[config.mk]
export PLATFORM = sky130hd
export DESIGN_NAME = palette_tmds_serial_converter_unit
export DESIGN_NICKNAME = d
export VERILOG_FILES = /design/src/rtl/core/ptsc_pkg.sv /design/src/rtl/core/palette_tmds_serial_converter_unit.sv
export SDC_FILE = /design/constraint.sdc
export NUM_CORES = 1
export LEC_CHECK = 0
export BUFFER_PORTS_ARGS = -buffer_cell sky130_fd_sc_hd__clkbuf_2
export CAP_MARGIN = 10
export CORE_MARGIN = 2
export CORE_UTILIZATION = 38
export CTS_CLUSTER_DIAMETER = 30
export CTS_CLUSTER_SIZE = 24
export DETAILED_ROUTE_END_ITERATION = 10
export HOLD_SLACK_MARGIN = 0.1
export PLACE_DENSITY = 0.62
export SLEW_MARGIN = 0
export SYNTH_ARGS = -nofsm -noshare
export SYNTH_HDL_FRONTEND = slang
export SYNTH_SLANG_ARGS = --single-unit
[constraint.sdc]
create_clock -name aclk -period 12.5 [get_ports aclk]
set_input_delay 0 -clock aclk [delete_from_list [all_inputs] [get_ports aclk]]
set_output_delay 0 -clock aclk [all_outputs]
set_load 0.01 [all_outputs]
[src/rtl/core/ptsc_pkg.sv]
package ptsc_pkg;

    localparam int CODE_W  = 10;
    localparam int DATA_W  = 8;
    localparam int WORD_W  = 62;
    localparam int GROUP_W = 6;
    localparam int N_GROUP = 10;

    localparam int S_TDATA_W = 32;
    localparam int M_TDATA_W = 128;
    localparam int CFG_IDX_W = 2;
    localparam int CFG_DAT_W = 1;

    typedef logic [CODE_W-1:0] tmds_code_t;
    typedef logic [WORD_W-1:0] pin_word_t;

    typedef enum logic [CFG_IDX_W-1:0] {
        CFG_INVERT_PAIRS   = 2'd0,
        CFG_RED_HIGH_ORDER = 2'd1,
        CFG_SWAP_RED_GREEN = 2'd2
    } cfg_index_t;

    localparam logic [7:0] SYNC_IDX_0 = 8'd251;
    localparam logic [7:0] SYNC_IDX_1 = 8'd252;
    localparam logic [7:0] SYNC_IDX_2 = 8'd253;
    localparam logic [7:0] SYNC_IDX_3 = 8'd254;

    localparam tmds_code_t CTL_A = 10'b1101010100;
    localparam tmds_code_t CTL_B = 10'b0010101011;
    localparam tmds_code_t CTL_C = 10'b0101010100;
    localparam tmds_code_t CTL_D = 10'b1010101011;

    localparam pin_word_t PARTNER_MASK = 62'h0003_ffff_ffff_ffff;

    // Transition-minimising stage, no disparity balance
    function automatic tmds_code_t tmds_stage(input logic [DATA_W-1:0] d);
        logic [3:0] ones;
        logic       use_xnor;
        tmds_code_t q;
        ones = 4'd0;
        for (int k = 0; k < DATA_W; k++) begin
            ones = ones + {3'd0, d[k]};
        end
        use_xnor = (ones > 4'd4) || ((ones == 4'd4) && !d[0]);
        q = '0;
        q[0] = d[0];
        for (int k = 1; k < DATA_W; k++) begin
            q[k] = q[k-1] ^ d[k] ^ use_xnor;
        end
        q[8] = !use_xnor;
        q[9] = use_xnor;
        return q;
    endfunction

    function automatic logic [1:0] pair_of(input logic b, input logic invert);
        logic [1:0] p;
        p = {~b, b};
        if (invert) begin
            p = ~p;
        end
        return p;
    endfunction

    // Interleave three codes into pin groups, LSB first, gap after fifth group
    function automatic pin_word_t pack_word(
        input tmds_code_t red,
        input tmds_code_t green,
        input tmds_code_t blue,
        input logic       invert,
        input logic       red_high,
        input logic       swap_rg
    );
        pin_word_t  w;
        tmds_code_t r;
        tmds_code_t g;
        logic [1:0] pr;
        logic [1:0] pg;
        logic [1:0] pb;
        logic [GROUP_W-1:0] d6;
        w = '0;
        r = swap_rg ? green : red;
        g = swap_rg ? red : green;
        for (int k = 0; k < N_GROUP; k++) begin
            pr = pair_of(r[k], invert);
            pg = pair_of(g[k], invert);
            pb = pair_of(blue[k], invert);
            d6 = red_high ? {pr, pg, pb} : {pb, pg, pr};
            if (k < 5) begin
                w[GROUP_W*k +: GROUP_W] = d6;
            end else begin
                w[GROUP_W*k + 2 +: GROUP_W] = d6;
            end
        end
        return w;
    endfunction

endpackage

[src/rtl/core/palette_tmds_serial_converter_unit.sv]
// Channel | Dir | tdata fields (low bit up)                 | tuser
// s_      | in  | color_index[7:0], color_rgb[31:8]          | -
// m_      | out | first_word[61:0], second_word[123:62], 0s | is_reserved
// cfg_    | in  | cfg_wr_en, cfg_addr (register index), cfg_wdata
//
// One word in and one word out per cycle while m_tready stays high; a word
// passes the input register, then is encoded and packed into the result register.
// Reset (aresetn, synchronous) clears both valid flags and loads the register
// defaults: invert_pairs 0, red_high_order 1, swap_red_green 0.
// A stalled result holds in the output register; the input register still
// takes a word whenever the result register can move on.
module palette_tmds_serial_converter_unit
    import ptsc_pkg::*;
(
    input  logic                 aclk,
    input  logic                 aresetn,

    input  logic                 s_tvalid,
    output logic                 s_tready,
    input  logic [S_TDATA_W-1:0] s_tdata,   // color_index[7:0], color_rgb[31:8]

    output logic                 m_tvalid,
    input  logic                 m_tready,
    output logic [M_TDATA_W-1:0] m_tdata,   // first_word[61:0], second_word[123:62], zero pad
    output logic                 m_tuser,   // is_reserved

    input  logic                 cfg_wr_en,
    input  logic [CFG_IDX_W-1:0] cfg_addr,
    input  logic [CFG_DAT_W-1:0] cfg_wdata
);

    logic        invert_reg;
    logic        red_high_reg;
    logic        swap_rg_reg;

    logic        in_valid_reg;
    logic [7:0]  index_reg;
    logic [23:0] rgb_reg;

    logic        out_valid_reg;
    pin_word_t   first_reg;
    pin_word_t   second_reg;
    logic        reserved_reg;

    logic        out_advance;
    logic        in_load;

    logic        is_sync;
    tmds_code_t  red_code;
    tmds_code_t  green_code;
    tmds_code_t  blue_code;
    pin_word_t   word_next;

    assign out_advance = !out_valid_reg || m_tready;
    assign s_tready    = !in_valid_reg || out_advance;
    assign in_load     = s_tvalid && s_tready;

    always_ff @(posedge aclk) begin
        if (!aresetn) begin
            invert_reg   <= 1'b0;
            red_high_reg <= 1'b1;
            swap_rg_reg  <= 1'b0;
        end else if (cfg_wr_en) begin
            case (cfg_addr)
                CFG_INVERT_PAIRS:   invert_reg   <= cfg_wdata[0];
                CFG_RED_HIGH_ORDER: red_high_reg <= cfg_wdata[0];
                CFG_SWAP_RED_GREEN: swap_rg_reg  <= cfg_wdata[0];
                default: ;
            endcase
        end
    end

    always_ff @(posedge aclk) begin
        if (!aresetn) begin
            in_valid_reg <= 1'b0;
        end else if (s_tready) begin
            in_valid_reg <= s_tvalid;
        end
    end

    always_ff @(posedge aclk) begin
        if (in_load) begin
            index_reg <= s_tdata[7:0];
            rgb_reg   <= s_tdata[31:8];
        end
    end

    always_comb begin
        is_sync    = 1'b1;
        red_code   = CTL_A;
        green_code = CTL_A;
        case (index_reg)
            SYNC_IDX_0: blue_code = CTL_D;
            SYNC_IDX_1: blue_code = CTL_C;
            SYNC_IDX_2: blue_code = CTL_B;
            SYNC_IDX_3: blue_code = CTL_A;
            default: begin
                is_sync    = 1'b0;
                red_code   = tmds_stage(rgb_reg[23:16]);
                green_code = tmds_stage(rgb_reg[15:8]);
                blue_code  = tmds_stage(rgb_reg[7:0]);
            end
        endcase
        word_next = pack_word(red_code, green_code, blue_code,
                              invert_reg, red_high_reg, swap_rg_reg);
    end

    always_ff @(posedge aclk) begin
        if (!aresetn) begin
            out_valid_reg <= 1'b0;
        end else if (out_advance) begin
            out_valid_reg <= in_valid_reg;
        end
    end

    // Hold the result while stalled
    always_ff @(posedge aclk) begin
        if (out_advance && in_valid_reg) begin
            first_reg    <= word_next;
            second_reg   <= is_sync ? word_next : (word_next ^ PARTNER_MASK);
            reserved_reg <= is_sync;
        end
    end

    assign m_tvalid = out_valid_reg;
    assign m_tdata  = {{(M_TDATA_W - 2*WORD_W){1'b0}}, second_reg, first_reg};
    assign m_tuser  = reserved_reg;

endmodule

Word level (Yosys, flattened, before mapping)
Cells that the tools add are included.
{"block": "word_totals", "n_memories": 0, "mem_bits_ro": 0, "latch_bits": 0, "word_cells": 217, "out_inout_bits": 131, "input_bits": 40, "ff_bits": 160, "mem_bits_rw": 0}
{"block": "op_classes", "order_cmp": 3, "bitwise": 103, "eq_ne": 9, "n_reduce_logical": 23, "mux": 47, "addsub": 21, "n_shift": 0, "div": 0, "multipliers": 0}
{"operator": "$mux W2", "count": 30}
{"operator": "$mux W6", "count": 10}
{"operator": "$not A2 Y2", "count": 30}
{"operator": "$mux W50", "count": 1}
{"operator": "$not A50 Y50", "count": 1}
{"operator": "$add A4 B1 Y4", "count": 12}
{"operator": "$xor A1 B1 Y1", "count": 42}
{"operator": "$mux W10", "count": 4}
{"operator": "$pmux W10 S4", "count": 1}
{"operator": "$eq A8 B8 Y1 const B", "count": 4}
{"operator": "$not A1 Y1", "count": 30}
{"operator": "$add A3 B1 Y4", "count": 3}
{"operator": "$eq A4 B3 Y1 const B", "count": 3}
{"operator": "$gt A4 B3 Y1 const B", "count": 3}
{"operator": "$add A2 B1 Y3", "count": 3}
{"operator": "$logic_not A1 Y1", "count": 8}
{"operator": "$add A1 B1 Y2", "count": 3}
{"operator": "$reduce_and A2 Y1", "count": 3}
{"operator": "$logic_and A1 B1 Y1", "count": 5}
{"operator": "$logic_or A1 B1 Y1", "count": 5}
{"operator": "$reduce_or A4 Y1", "count": 1}
{"operator": "$eq A2 B1 Y1 const B", "count": 1}
{"operator": "$eq A2 B2 Y1 const B", "count": 1}
{"operator": "$logic_not A2 Y1", "count": 1}
{"operator": "$mux W1", "count": 1}

Depth between registers and ports, before layout
Gate-level depths: netlist of the first run.
{"block": "depth", "depth_word": 31, "ltp_mapped": 15, "mapped_depth_nobuf": 14}

Worst setup path after synthesis of the first run
No wires, ideal clock.
{"block": "synth_path", "path_type": "reg2reg", "startpoint": "register out_valid_reg, in the netlist m_tvalid", "endpoint": "register first_reg[0], enable pin", "arrival_time_ns": 5.374, "path_buffers": 0, "period_less_slack_ns": 5.967, "required_ns": 11.907, "path_stages_with_launch": 3, "setup_time_ns": 0.593, "path_slack_ns": 6.533, "cell_sequence": "dfxtp_1 nor2b_1 nor2b_1"}
{"block": "synth_via", "elab_chain_len": 3}
{"element": "start, declared", "line_no": "palette_tmds_serial_converter_unit.sv:40", "text": "logic out_valid_reg;"}
{"element": "start signal, assigned", "line_no": "palette_tmds_serial_converter_unit.sv:112", "text": "out_valid_reg <= in_valid_reg;"}
{"element": "$logic_not A1 Y1", "line_no": "palette_tmds_serial_converter_unit.sv:54", "text": "assign out_advance = !out_valid_reg || m_tready;"}
{"element": "$logic_or A1 B1 Y1", "line_no": "palette_tmds_serial_converter_unit.sv:54"}
{"element": "$logic_and A1 B1 Y1", "line_no": "palette_tmds_serial_converter_unit.sv:118", "text": "if (out_advance && in_valid_reg) begin"}
{"element": "end signal, assigned", "line_no": "palette_tmds_serial_converter_unit.sv:119", "text": "first_reg <= word_next;"}
{"element": "end, declared", "line_no": "palette_tmds_serial_converter_unit.sv:41", "text": "pin_word_t first_reg;"}
Every way passes these cells.
A chain may end at the register's enable or synchronous reset.

Final worst setup path of the first run
{"block": "layout_path", "startpoint": "register rgb_reg[0]", "endpoint": "register first_reg[49] (data pin)"}
{"block": "layout_via", "elab_chain_len": 28, "elab_cells_between_ends": 31, "cone_classes": "add/sub: 7; order compare: 1; eq/ne: 1; mux: 3; bitwise: 16; reduce/logical: 3"}
{"element": "start, declared", "line_no": "palette_tmds_serial_converter_unit.sv:38", "text": "logic [23:0] rgb_reg;"}
{"element": "start signal, assigned", "line_no": "palette_tmds_serial_converter_unit.sv:84", "text": "rgb_reg <= s_tdata[31:8];"}
{"element": "branches (longest 22 deep; another with $add A3 B1 Y4)"}
{"element": "$xor A1 B1 Y1 (*)", "line_no": "ptsc_pkg.sv:48", "text": "q[k] = q[k-1] ^ d[k] ^ use_xnor;"}
{"element": "$pmux W10 S4 (*)", "line_no": "palette_tmds_serial_converter_unit.sv:92", "text": "case (index_reg)"}
{"element": "$not A1 Y1 (*)", "line_no": "ptsc_pkg.sv:57", "text": "p = {~b, b};"}
{"element": "$not A2 Y2", "line_no": "ptsc_pkg.sv:59", "text": "p = ~p;"}
{"element": "$mux W2 (*)", "line_no": "ptsc_pkg.sv:58", "text": "if (invert) begin"}
{"element": "$mux W6 (*)", "line_no": "ptsc_pkg.sv:87", "text": "d6 = red_high ? {pr, pg, pb} : {pb, pg, pr};"}
{"element": "named net word_next[49]", "line_no": "palette_tmds_serial_converter_unit.sv:52", "text": "pin_word_t word_next;"}
Mark *: on every way through the listed nets, which the timed path passes.

==> results.yml, run 1 <==
clock_tree:
  cts.htree.levels: 4
  cts_setup_buffers: 0
  cts_buffers: 17
  cts_sinks: 147
  cts-root-buf: "clkbuf_16"
  ctsResizeCount: 0
  cts_tree: "yes"
  cts_buffer_depth: 2
  clk_pin_slew_ns: 0.06
  clk_latency_ns: 0.43
  cts_hold_buf: 41
critical_path:
  cp_common_cell: "fa_1"
  path_delay_family: "adder cells"
  worstPathRequired_ns: 12.65
  critPathMaxFanout: 6
  path_class: "register to register"
  cp_num_buf_inv: 2
  max_stage_delay_ns: 0.56
  worstSetupEndpointType: "register"
  path_cells: "inv_1 -> fa_1 -> fa_1 -> fa_1 -> inv_1 -> ha_1 -> fa_1 -> or3b_1 -> a22oi_4 -> xnor3_1 -> a211oi_1 -> a31oi_2 -> xor2_1"
  cpMaxStageDelayCell: "fa_1"
  arrival_ns: 4.91
  worstSetupStartpointType: "register"
global_routing:
  grt_pass1_vias: 4891
  grt-ovfl-total: 0
  antenna_found_initial: 0
  grt_pass1_wl_um: 27100
  grt_usage_pct: 16.5
  grt_max_degree: 85
floorplanning:
  initial_utilization_pct: 38.9
  io_pins: 171
  die_w_um: 145
  core_sq_um: 19500
  dieArea_sq_um: 21100
  die_h_um: 145
  num_rows: 51
timing:
  maxSlewViolCount: 0
  fin_crit_ns: 4.76
  rsz0062_at_grt: "false"
  setup_viol: 0
  maxSlewHeadroom_pct: 31.1
  post-route-period-util_pct: 38.0
  clock_skew_ns: 0.0102
  hold_viol: 0
  timing.fmax_mhz: 210
  worst_pin_slew_ns: 1.03
  finalSetupTns_ns: 0
place:
  gp_congestion: 0.810
  portBuffers: 164
  post-dp-hpwl_um: 12300
  placed_area_sq_um: 8580
  dpl.cell_count: 964
synthesis:
  ys_types: 63
  synth_edf_count: 142
  yosysWarningCount: 0
  syn_inst: 570
  ys_seq_area_share_pct: 57.4
  ys.flop_type: "edfxtp_1"
  synth_area_sq_um: 7600
  ys_seq_elements: 147
  avgSynthCellArea_sq_um: 13.3
  ys_async_sr_fraction_pct: 0
final_layout:
  stdcell_area_sq_um: 9630
  drive_gt1_share_pct: 28.6
  diodes: 0
  fillers: 1726
  finalNetCount: 823
  largest_register_ffs: 61
  final_util_pct: 49.3
  areaGrowthSynthToFinish_pct: 26.7
  fin_cells: 1037
power:
  irDropWorstVdd_mv: 0.108
  p_per_area_nw_per_um2: 195
  power.total_mw: 1.88
  leakagePower_nw: 4.11
drt:
  drt-pass1-iter-count: 5
  wl_per_cell_um: 16.5
  initialDrtViolationCount: 377
  num_vias: 4959
  via_per_inst: 4.78
  drt-total-wl_um: 17200
  drc_errors: 0
  ant_nets: 0
outcome:
  status: "complete, no violations"
job:
  timing.max_cap.violations: 0
hold_path:
  hold_path.class: "input port to register"
-- synth_stat cells (all sizes together) (4+ instances only) --
| master | count | share of area, % |
|---|---|---|
| a211oi | 6 | 0.59 |
| a21o | 5 | 0.49 |
| a21oi | 21 | 1.4 |
| buf | 31 | 2.6 |
| clkbuf | 15 | 0.74 |
| dfxtp | 5 | 1.3 |
| edfxtp | 142 | 56 |
| fa | 12 | 3.2 |
| ha | 12 | 2.0 |
| inv | 49 | 2.4 |
| mux2i | 15 | 2.1 |
| nand2 | 22 | 1.1 |
| nor2 | 22 | 1.1 |
| nor2b | 5 | 0.41 |
| nor3 | 7 | 0.53 |
| o21a | 4 | 0.40 |
| o21ai | 23 | 1.5 |
| o22ai | 6 | 0.49 |
| xnor2 | 60 | 7.0 |
| xnor3 | 7 | 2.1 |
| xor2 | 50 | 5.9 |
-- cell families (layout without fill, tap and decap cells) --
logic type | after synthesis | in the layout | synth area share, %
compound gates | 88 | 88 | 8.02
simple gates | 77 | 77 | 5.05
fa+ha+maj | 24 | 24 | 5.14
xor+xnor | 120 | 120 | 16.0
flops | 147 | 147 | 57.4
buf+inv | 95 | 292 | 5.79
other cells | 1 | 6 | 0.0493
mux | 18 | 18 | 2.58
-- through the flow --
step / setup slack (ns) / hold slack, ns
floorplan: 6.53 / 0.0619
global placement: 7.86 / 0.182
detailed placement: 7.74 / 0.179
CTS: 7.72 / 0.263
global route: 7.51 / 0.279
finish: 7.74 / 0.287
-- per-layer routing --
metal	routed length (um)	global-route usage (%)	vias up
li1	-	-	2358
met5	0	0	-
met3	792	3.86	23
met1	7920	22.2	2398
met2	8020	26.2	180
met4	420	6.32	0
-- placed cells by master (no fill, tap or decap), types with 5 or more instances in the layout --
| cell | synthesis | layout |
|---|---|---|
| dlygate4sd3_1 | 0 | 41 |
| ha_1 | 12 | 12 |
| xnor2_1 | 59 | 59 |
| nor2_1 | 22 | 22 |
| a211oi_1 | 6 | 6 |
| edfxtp_1 | 142 | 142 |
| mux2i_1 | 14 | 14 |
| buf_4 | 20 | 6 |
| bufinv_16 | 0 | 5 |
| clkbuf_2 | 0 | 164 |
| inv_1 | 48 | 48 |
| o21ai_0 | 21 | 21 |
| nand2_1 | 22 | 22 |
| a21oi_1 | 21 | 21 |
| nor3_1 | 6 | 6 |
| a21o_1 | 5 | 5 |
| o22ai_1 | 6 | 6 |
| clkbuf_16 | 0 | 17 |
| fa_1 | 12 | 12 |
| conb_1 | 1 | 6 |
| xor2_1 | 49 | 49 |
-- final timing paths --
kind	from	end	slack (ns)	cells past startpoint
hold / removal	s_tdata[18]	rgb_reg[10]$_DFFE_PP_	0.29	2
setup reg to reg	rgb_reg[0]$_DFFE_PP_	first_reg[49]$_DFFE_PP_	7.74	13
setup / recovery	rgb_reg[0]$_DFFE_PP_	first_reg[49]$_DFFE_PP_	7.74	13
hold reg to reg	in_valid_reg$_SDFFE_PN0N_	m_tvalid$_SDFFE_PN0P_	0.56	1
-- cell type report --
cell class / count / area, sq um / area share (%)
inverters: 49 / 184 / 1.91
clock buffers: 20 / 437 / 4.53
clock inverters: 12 / 205 / 2.13
multi-input cells: 333 / 2830 / 29.4
well taps: 265 / 332 / 3.44
flip-flops and latches: 147 / 4370 / 45.4
repair buffers: 211 / 1280 / 13.3
-- power by group --
group          internal (mW)  switching [mW]
sequential             0.665          0.0295
combinational          0.279           0.344
clock                  0.355           0.202
total                   1.30           0.576
No activity file was read; power rests on OpenSTA's default activity.
==> inputs of run 2 (changes only) <==
--- a/config.mk
+++ b/config.mk
@@ -5,6 +5,7 @@
 export SDC_FILE = /design/constraint.sdc
 export NUM_CORES = 1
 export LEC_CHECK = 0
+export ABC_AREA = 1
 export BUFFER_PORTS_ARGS = -buffer_cell sky130_fd_sc_hd__clkbuf_2
 export CAP_MARGIN = 10
 export CORE_MARGIN = 2
@@ -13,7 +14,7 @@
 export CTS_CLUSTER_SIZE = 24
 export DETAILED_ROUTE_END_ITERATION = 10
 export HOLD_SLACK_MARGIN = 0.1
-export PLACE_DENSITY = 0.62
+export PLACE_DENSITY = 0.65
 export SLEW_MARGIN = 0
 export SYNTH_ARGS = -nofsm -noshare
 export SYNTH_HDL_FRONTEND = slang
==> constraint.sdc (replaced) <==
create_clock -name aclk -period 3.94 [get_ports aclk]
set_input_delay 0 -clock aclk [delete_from_list [all_inputs] [get_ports aclk]]
set_output_delay 0 -clock aclk [all_outputs]
set_load 0.01 [all_outputs]
==> results.yml, run 2 <==
synthesis:
  ys_seq_elements: 147
  yosysTopAreaCell: "edfxtp_1"
  synth_top_area_share_pct: 57.2
  ys_async_sr_fraction_pct: 0
  synth_top_cells_by_count: "nand2_1, edfxtp_1, inv_1"
  ys.flop_type: "edfxtp_1"
  synth_simple_gate_area_share_pct: 19.3
  synth.area.top_cells: "edfxtp_1, nand2_1, nand3_1"
  syn_inst: 731
  synth_edf_count: 142
  synthXorXnorAreaFrac_pct: 3.74
  synth.mux.area_fraction_pct: 0
  synthAdderAreaFrac_pct: 5.23
  ys_seq_area_share_pct: 58.5
  avgSynthCellArea_sq_um: 10.2
  synth_top_family_by_area: "simple AND/OR/NAND/NOR gates"
  synth_area_sq_um: 7460
  yosysWarningCount: 0
  synth-compound-area-share_pct: 3.47
  yosysMostFrequentCell: "nand2_1"
  ys_types: 35
critical_path:
  cp_common_cell: "nand2_2"
  path_cells: "inv_2 -> fa_1 -> fa_1 -> fa_1 -> inv_1 -> ha_2 -> fa_1 -> nand3b_1 -> nand2_2 -> nand2_4 -> nand2_4 -> nand3_4 -> nand2_4 -> nand2_4 -> nand3_2 -> nand2_2 -> nand2_2 -> nand2_2 -> nand3_2 -> nand3_2 -> nand2_2 -> inv_1"
  rrSetupSlack_ns: -0.33
  r2r_start: "rgb_reg[11]$_DFFE_PP_"
  r2r-end: "first_reg[38]$_DFFE_PP_"
  path_delay_family: "adder cells"
  cp_num_cells: 22
  cpMaxStageDelayCell: "fa_1"
  r2r_cells: 22
  worstSetupStartpointType: "register"
  arrival_ns: 4.44
  max_stage_delay_ns: 0.55
  path_class: "register to register"
  worstSetupEndpointType: "register"
  worstPathRequired_ns: 4.11
  cp_num_buf_inv: 3
  critPathMaxFanout: 6
place:
  post-dp-hpwl_um: 12500
  portBuffers: 164
  placed_area_sq_um: 8840
  gp_congestion: 0.841
  dpl.cell_count: 1175
  dp_slack_ns: -0.412
floorplanning:
  die_h_um: 144
  io_pins: 171
  num_rows: 51
  dieArea_sq_um: 20800
  core_sq_um: 19300
  die_w_um: 144
  initial_utilization_pct: 38.6
clock_tree:
  cts-root-buf: "clkbuf_16"
  cts_sinks: 147
  clk_latency_ns: 0.42
  cts_buffer_depth: 2
  cts_buffers: 17
  cts.htree.levels: 4
  cts_tree: "yes"
  clk_pin_slew_ns: 0.07
hold_path:
  hp-start: "s_tdata[5]"
  hold_path.class: "input port to register"
  hold_end: "index_reg[5]$_DFFE_PP_"
  min_path_cells: 2
drt:
  ant_nets: 0
  via_per_inst: 4.50
  wl_per_cell_um: 13.7
  initialDrtViolationCount: 386
  drc_errors: 0
  drt-total-wl_um: 17300
  num_vias: 5680
  drt-pass1-iter-count: 5
global_routing:
  grt_pass1_vias: 5347
  grt-ovfl-total: 0
  grt_pass1_wl_um: 27100
  grt_max_degree: 49
  grt_usage_pct: 17.1
  antenna_found_initial: 0
timing:
  clock_skew_ns: 0.00999
  maxSlewViolCount: 0
  post-route-period-util_pct: 108
  timing.fmax_mhz: 234
  setup_viol: 79
  postLayoutSetupSlackWorst_ns: -0.333
  fin_crit_ns: 4.27
  worst_pin_slew_ns: 0.917
  finalSetupTns_ns: -18.18
  rsz0062_at_grt: "true"
  maxSlewHeadroom_pct: 38.7
  hold_viol: 0
  holdWs_ns: 0.289
outcome:
  violations: "negative setup slack"
  status: "finished with violations"
power:
  irDropWorstVdd_mv: 0.325
  p_per_area_nw_per_um2: 537
  leakagePower_nw: 4.88
final_layout:
  drive_gt1_share_pct: 40.2
  finalNetCount: 1049
  multi_input_area_sq_um: 2860
  stdcell_area_sq_um: 10400
  regArea_sq_um: 4360
  diodes: 0
  fin_cells: 1263
  final_cell_mix: "clkbuf_2, nand2_1, edfxtp_1"
  fillers: 1709
  largest_register_ffs: 61
  final_common_cell: "clkbuf_2"
  areaGrowthSynthToFinish_pct: 38.7
job:
  timing.max_cap.violations: 0
==> run 2: cell count changes in the layout (fill, tap and decap cells not counted), sizes merged, moves of 8 or more <==
cell   change
nand3     +94
nor2      -16
xor2      -22
mux2i     -15
nand2    +182
buf       +57
xnor2     -57
o21ai      +8
inv       +79
a21oi     -13
==> run 2: per-stage QoR <==
step                total power [mW]  utilization (%)
floorplan                       3.20                -
global placement                3.77             45.7
detailed placement              3.81             45.7
CTS                             5.50             52.5
global route                    5.91             53.5
finish                          5.56             53.5
==> run 2: worst reg2reg max path: stages (launching register included) <==
cell      delay, ns
edfxtp_1       0.36
inv_2          0.05
fa_1           0.55
fa_1           0.43
fa_1           0.49
inv_1          0.04
ha_2           0.18
fa_1           0.44
nand3b_1       0.19
nand2_2        0.12
nand2_4        0.11
nand2_4        0.11
nand3_4        0.11
nand2_4        0.12
nand2_4        0.06
nand3_2        0.07
nand2_2        0.07
nand2_2        0.08
nand2_2        0.07
nand3_2        0.11
nand3_2        0.09
nand2_2        0.14
inv_1          0.05
==> run 2: logic make-up (layout without fill, tap and decap cells) <==
kind of cell | after synthesis | after routing
flip-flops | 147 | 147
adder cells (fa/ha/maj) | 24 | 24
buffers and inverters | 165 | 427
AND/OR/NAND/NOR | 319 | 319
AO/OA/AOI/OAI | 44 | 44
other | 1 | 6
XOR/XNOR | 31 | 31
==> run 2: what timing repair did <==
action | 4_1_cts | 5_1_grt
endpoints found under the hold margin | 37 | 0
setup buffers | 10 | 3
endpoints found under the setup margin | 82 | 84
hold buffers | 44 | 0
resized for setup | 73 | 41
pin swaps | 30 | 18
gates cloned | 0 | 0
==> run 2: power breakdown <==
part           switching, mW  internal, mW  leakage, nW  total (mW)
registers             0.0652          2.03         1.38        2.10
clock network          0.650         0.810        0.249        1.46
logic                   1.18         0.821         3.25        2.00
total                   1.89          3.66         4.88        5.56
==> run 2: how the worst max path moves through the flow <==
stage                               end             startpoint  slack (ns)
2_1_floorplan  second_reg[36]$_DFFE_PP_  rgb_reg[16]$_DFFE_PP_       -0.05
3_3_place_gp   second_reg[35]$_DFFE_PP_   rgb_reg[8]$_DFFE_PP_       -0.35
3_5_place_dp   second_reg[35]$_DFFE_PP_   rgb_reg[8]$_DFFE_PP_       -0.41
4_1_cts        second_reg[47]$_DFFE_PP_   rgb_reg[8]$_DFFE_PP_       -0.31
5_1_grt        second_reg[18]$_DFFE_PP_   rgb_reg[8]$_DFFE_PP_       -0.57
6_report        first_reg[38]$_DFFE_PP_  rgb_reg[11]$_DFFE_PP_       -0.33
==> run 2: per-layer routing <==
layer	part of all wire, %	GRT usage, %	vias to the layer above	wire length, um
met3	5.5	3.94	19	956
met5	0	0	-	0
li1	-	-	2864	-
met2	47	27.2	162	8040
met4	1.6	4.80	0	274
met1	46	23.5	2635	8010
==> run 2: cell type report <==
class / instances / share of cell area (%)
Tap cell: 265 / 3.20
Timing Repair Buffer: 271 / 17.4
Sequential cell: 147 / 42.2
Clock inverter: 14 / 1.00
Clock buffer: 18 / 4.15
Multi-Input combinational cell: 424 / 27.6
Inverter: 124 / 4.52
==> inputs of run 3 (changes only) <==
--- a/config.mk
+++ b/config.mk
@@ -15,6 +15,7 @@
 export DETAILED_ROUTE_END_ITERATION = 10
 export HOLD_SLACK_MARGIN = 0.1
 export PLACE_DENSITY = 0.65
+export REMOVE_ABC_BUFFERS = 1
 export SLEW_MARGIN = 0
 export SYNTH_ARGS = -nofsm -noshare
 export SYNTH_HDL_FRONTEND = slang
==> results.yml, run 3 (synthesized netlist as in run 2, its figures left out) <==
final_layout:
  largest_register_ffs: 61
  final_util_pct: 54.2
  drive_gt1_share_pct: 42.6
  final_cell_mix: "clkbuf_2, edfxtp_1, nand2_1"
  final_common_cell: "clkbuf_2"
  fillers: 1680
  finalNetCount: 1052
  areaGrowthSynthToFinish_pct: 40.6
  diodes: 0
  fin_cells: 1266
timing:
  maxSlewHeadroom_pct: 26.7
  finalSetupTns_ns: -21.76
  post-route-period-util_pct: 110
  timing.fmax_mhz: 230
  fin_crit_ns: 4.35
  maxSlewViolCount: 0
  rsz0062_at_grt: "true"
  setup_viol: 81
  hold_viol: 0
  postLayoutSetupSlackWorst_ns: -0.413
  worst_pin_slew_ns: 1.10
  clock_skew_ns: 0.0110
clock_tree:
  clk_latency_ns: 0.42
  clk_pin_slew_ns: 0.07
  cts_sinks: 147
  cts_tree: "yes"
  cts.htree.levels: 4
  cts_buffer_depth: 2
  cts_buffers: 17
  cts-root-buf: "clkbuf_16"
drt:
  drc_errors: 0
  wl_per_cell_um: 13.9
  initialDrtViolationCount: 309
  num_vias: 5776
  drt-pass1-iter-count: 5
  via_per_inst: 4.56
  ant_nets: 0
  drt-total-wl_um: 17700
floorplanning:
  die_w_um: 144
  die_h_um: 144
  dieArea_sq_um: 20800
  io_pins: 171
  num_rows: 51
  core_sq_um: 19300
  initial_utilization_pct: 38.6
power:
  leakagePower_nw: 4.94
  irDropWorstVdd_mv: 0.350
  power.total_mw: 5.68
  p_per_area_nw_per_um2: 542
place:
  gp_congestion: 0.865
  dp_slack_ns: -0.553
  portBuffers: 164
  dpl.cell_count: 1174
  post-dp-hpwl_um: 12500
critical_path:
  arrival_ns: 4.54
  r2r_cells: 21
  critPathMaxFanout: 4
  path_class: "register to register"
  worstPathRequired_ns: 4.12
  worstSetupEndpointType: "register"
  worstSetupStartpointType: "register"
hold_path:
  min_path_cells: 2
  hold_path.class: "input port to register"
global_routing:
  grt_pass1_wl_um: 27600
  grt_max_degree: 56
  grt_usage_pct: 17.1
  grt-ovfl-total: 0
  antenna_found_initial: 0
  grt_pass1_vias: 5611
outcome:
  status: "finished with violations"
  violations: "negative setup slack"
job:
  timing.max_cap.violations: 0
## run 3: changes by cell type in the layout (fill, tap and decap cells not counted), sizes merged
cell | before | now
dlygate4sd3 | 44 | 43
inv | 129 | 131
clkinv | 5 | 6
clkbuf | 182 | 181
clkinvlp | 4 | 2
buf | 63 | 67
## run 3: worst max-delay path, cell delays in order, from the launching register on
cell and delay [ns]:
edfxtp_1 0.35, inv_2 0.05, fa_1 0.56, fa_1 0.45
fa_1 0.51, inv_2 0.05, ha_4 0.15, fa_1 0.43
nand3b_1 0.19, nand2_2 0.14, nand2_4 0.10, nand2_4 0.09
nand3_4 0.12, nand3_2 0.13, nand2_1 0.11, o21ai_4 0.10
xor2_2 0.21, nand2_1 0.10, nand2_2 0.12, nand2_1 0.06
nand2_2 0.08, inv_2 0.03
## run 3: layout make-up
| type | count | area (sq um) | share of cell area (%) |
|---|---|---|---|
| flip-flops and latches | 147 | 4360 | 41.6 |
| multi-input cells | 424 | 2960 | 28.2 |
| repair buffers | 274 | 1820 | 17.4 |
| inverters | 124 | 468 | 4.46 |
| clock buffers | 17 | 425 | 4.06 |
| well taps | 265 | 332 | 3.16 |
| clock inverters | 15 | 121 | 1.16 |
## run 3: report_power, final
part / internal (mW) / switching, mW / total, mW
combinational: 0.867 / 1.22 / 2.09
clock: 0.821 / 0.674 / 1.49
sequential: 2.03 / 0.0669 / 2.10
total: 3.72 / 1.96 / 5.68
## run 3: timing repair
item                                    CTS  global route
cloned                                    0             0
endpoints found under the hold margin    37             0
endpoints found under the setup margin   82            83
resized for setup                        89            76
setup buffers                             9             8
hold buffers                             43             0
pin swaps                                20            28
## run 3: path summary, 6_finish.rpt
kind	startpoint	to	slack [ns]
max	rgb_reg[8]$_DFFE_PP_	second_reg[32]$_DFFE_PP_	-0.41
min	s_tdata[0]	index_reg[0]$_DFFE_PP_	0.30
max reg2reg	rgb_reg[8]$_DFFE_PP_	second_reg[32]$_DFFE_PP_	-0.41
min reg2reg	m_tvalid$_SDFFE_PN0P_	m_tvalid$_SDFFE_PN0P_	0.55
## run 3: layer usage
| metal | GRT usage, % | share of wire [%] | vias to the layer above | wire (um) |
|---|---|---|---|---|
| met5 | 0 | 0 | - | 0 |
| met4 | 5.68 | 1.5 | 0 | 259 |
| met3 | 3.94 | 5.6 | 16 | 997 |
| met2 | 28.4 | 49 | 172 | 8570 |
| met1 | 22.3 | 44 | 2711 | 7830 |
| li1 | - | - | 2877 | - |
## run 3: stage by stage
| step | hold WS [ns] | cell area [sq um] |
|---|---|---|
| floorplan | 0.0989 | 7220 |
| global placement | 0.177 | 8790 |
| detailed placement | 0.179 | 8790 |
| CTS | 0.269 | 10100 |
| global route | 0.279 | 10500 |
| finish | 0.296 | 10500 |
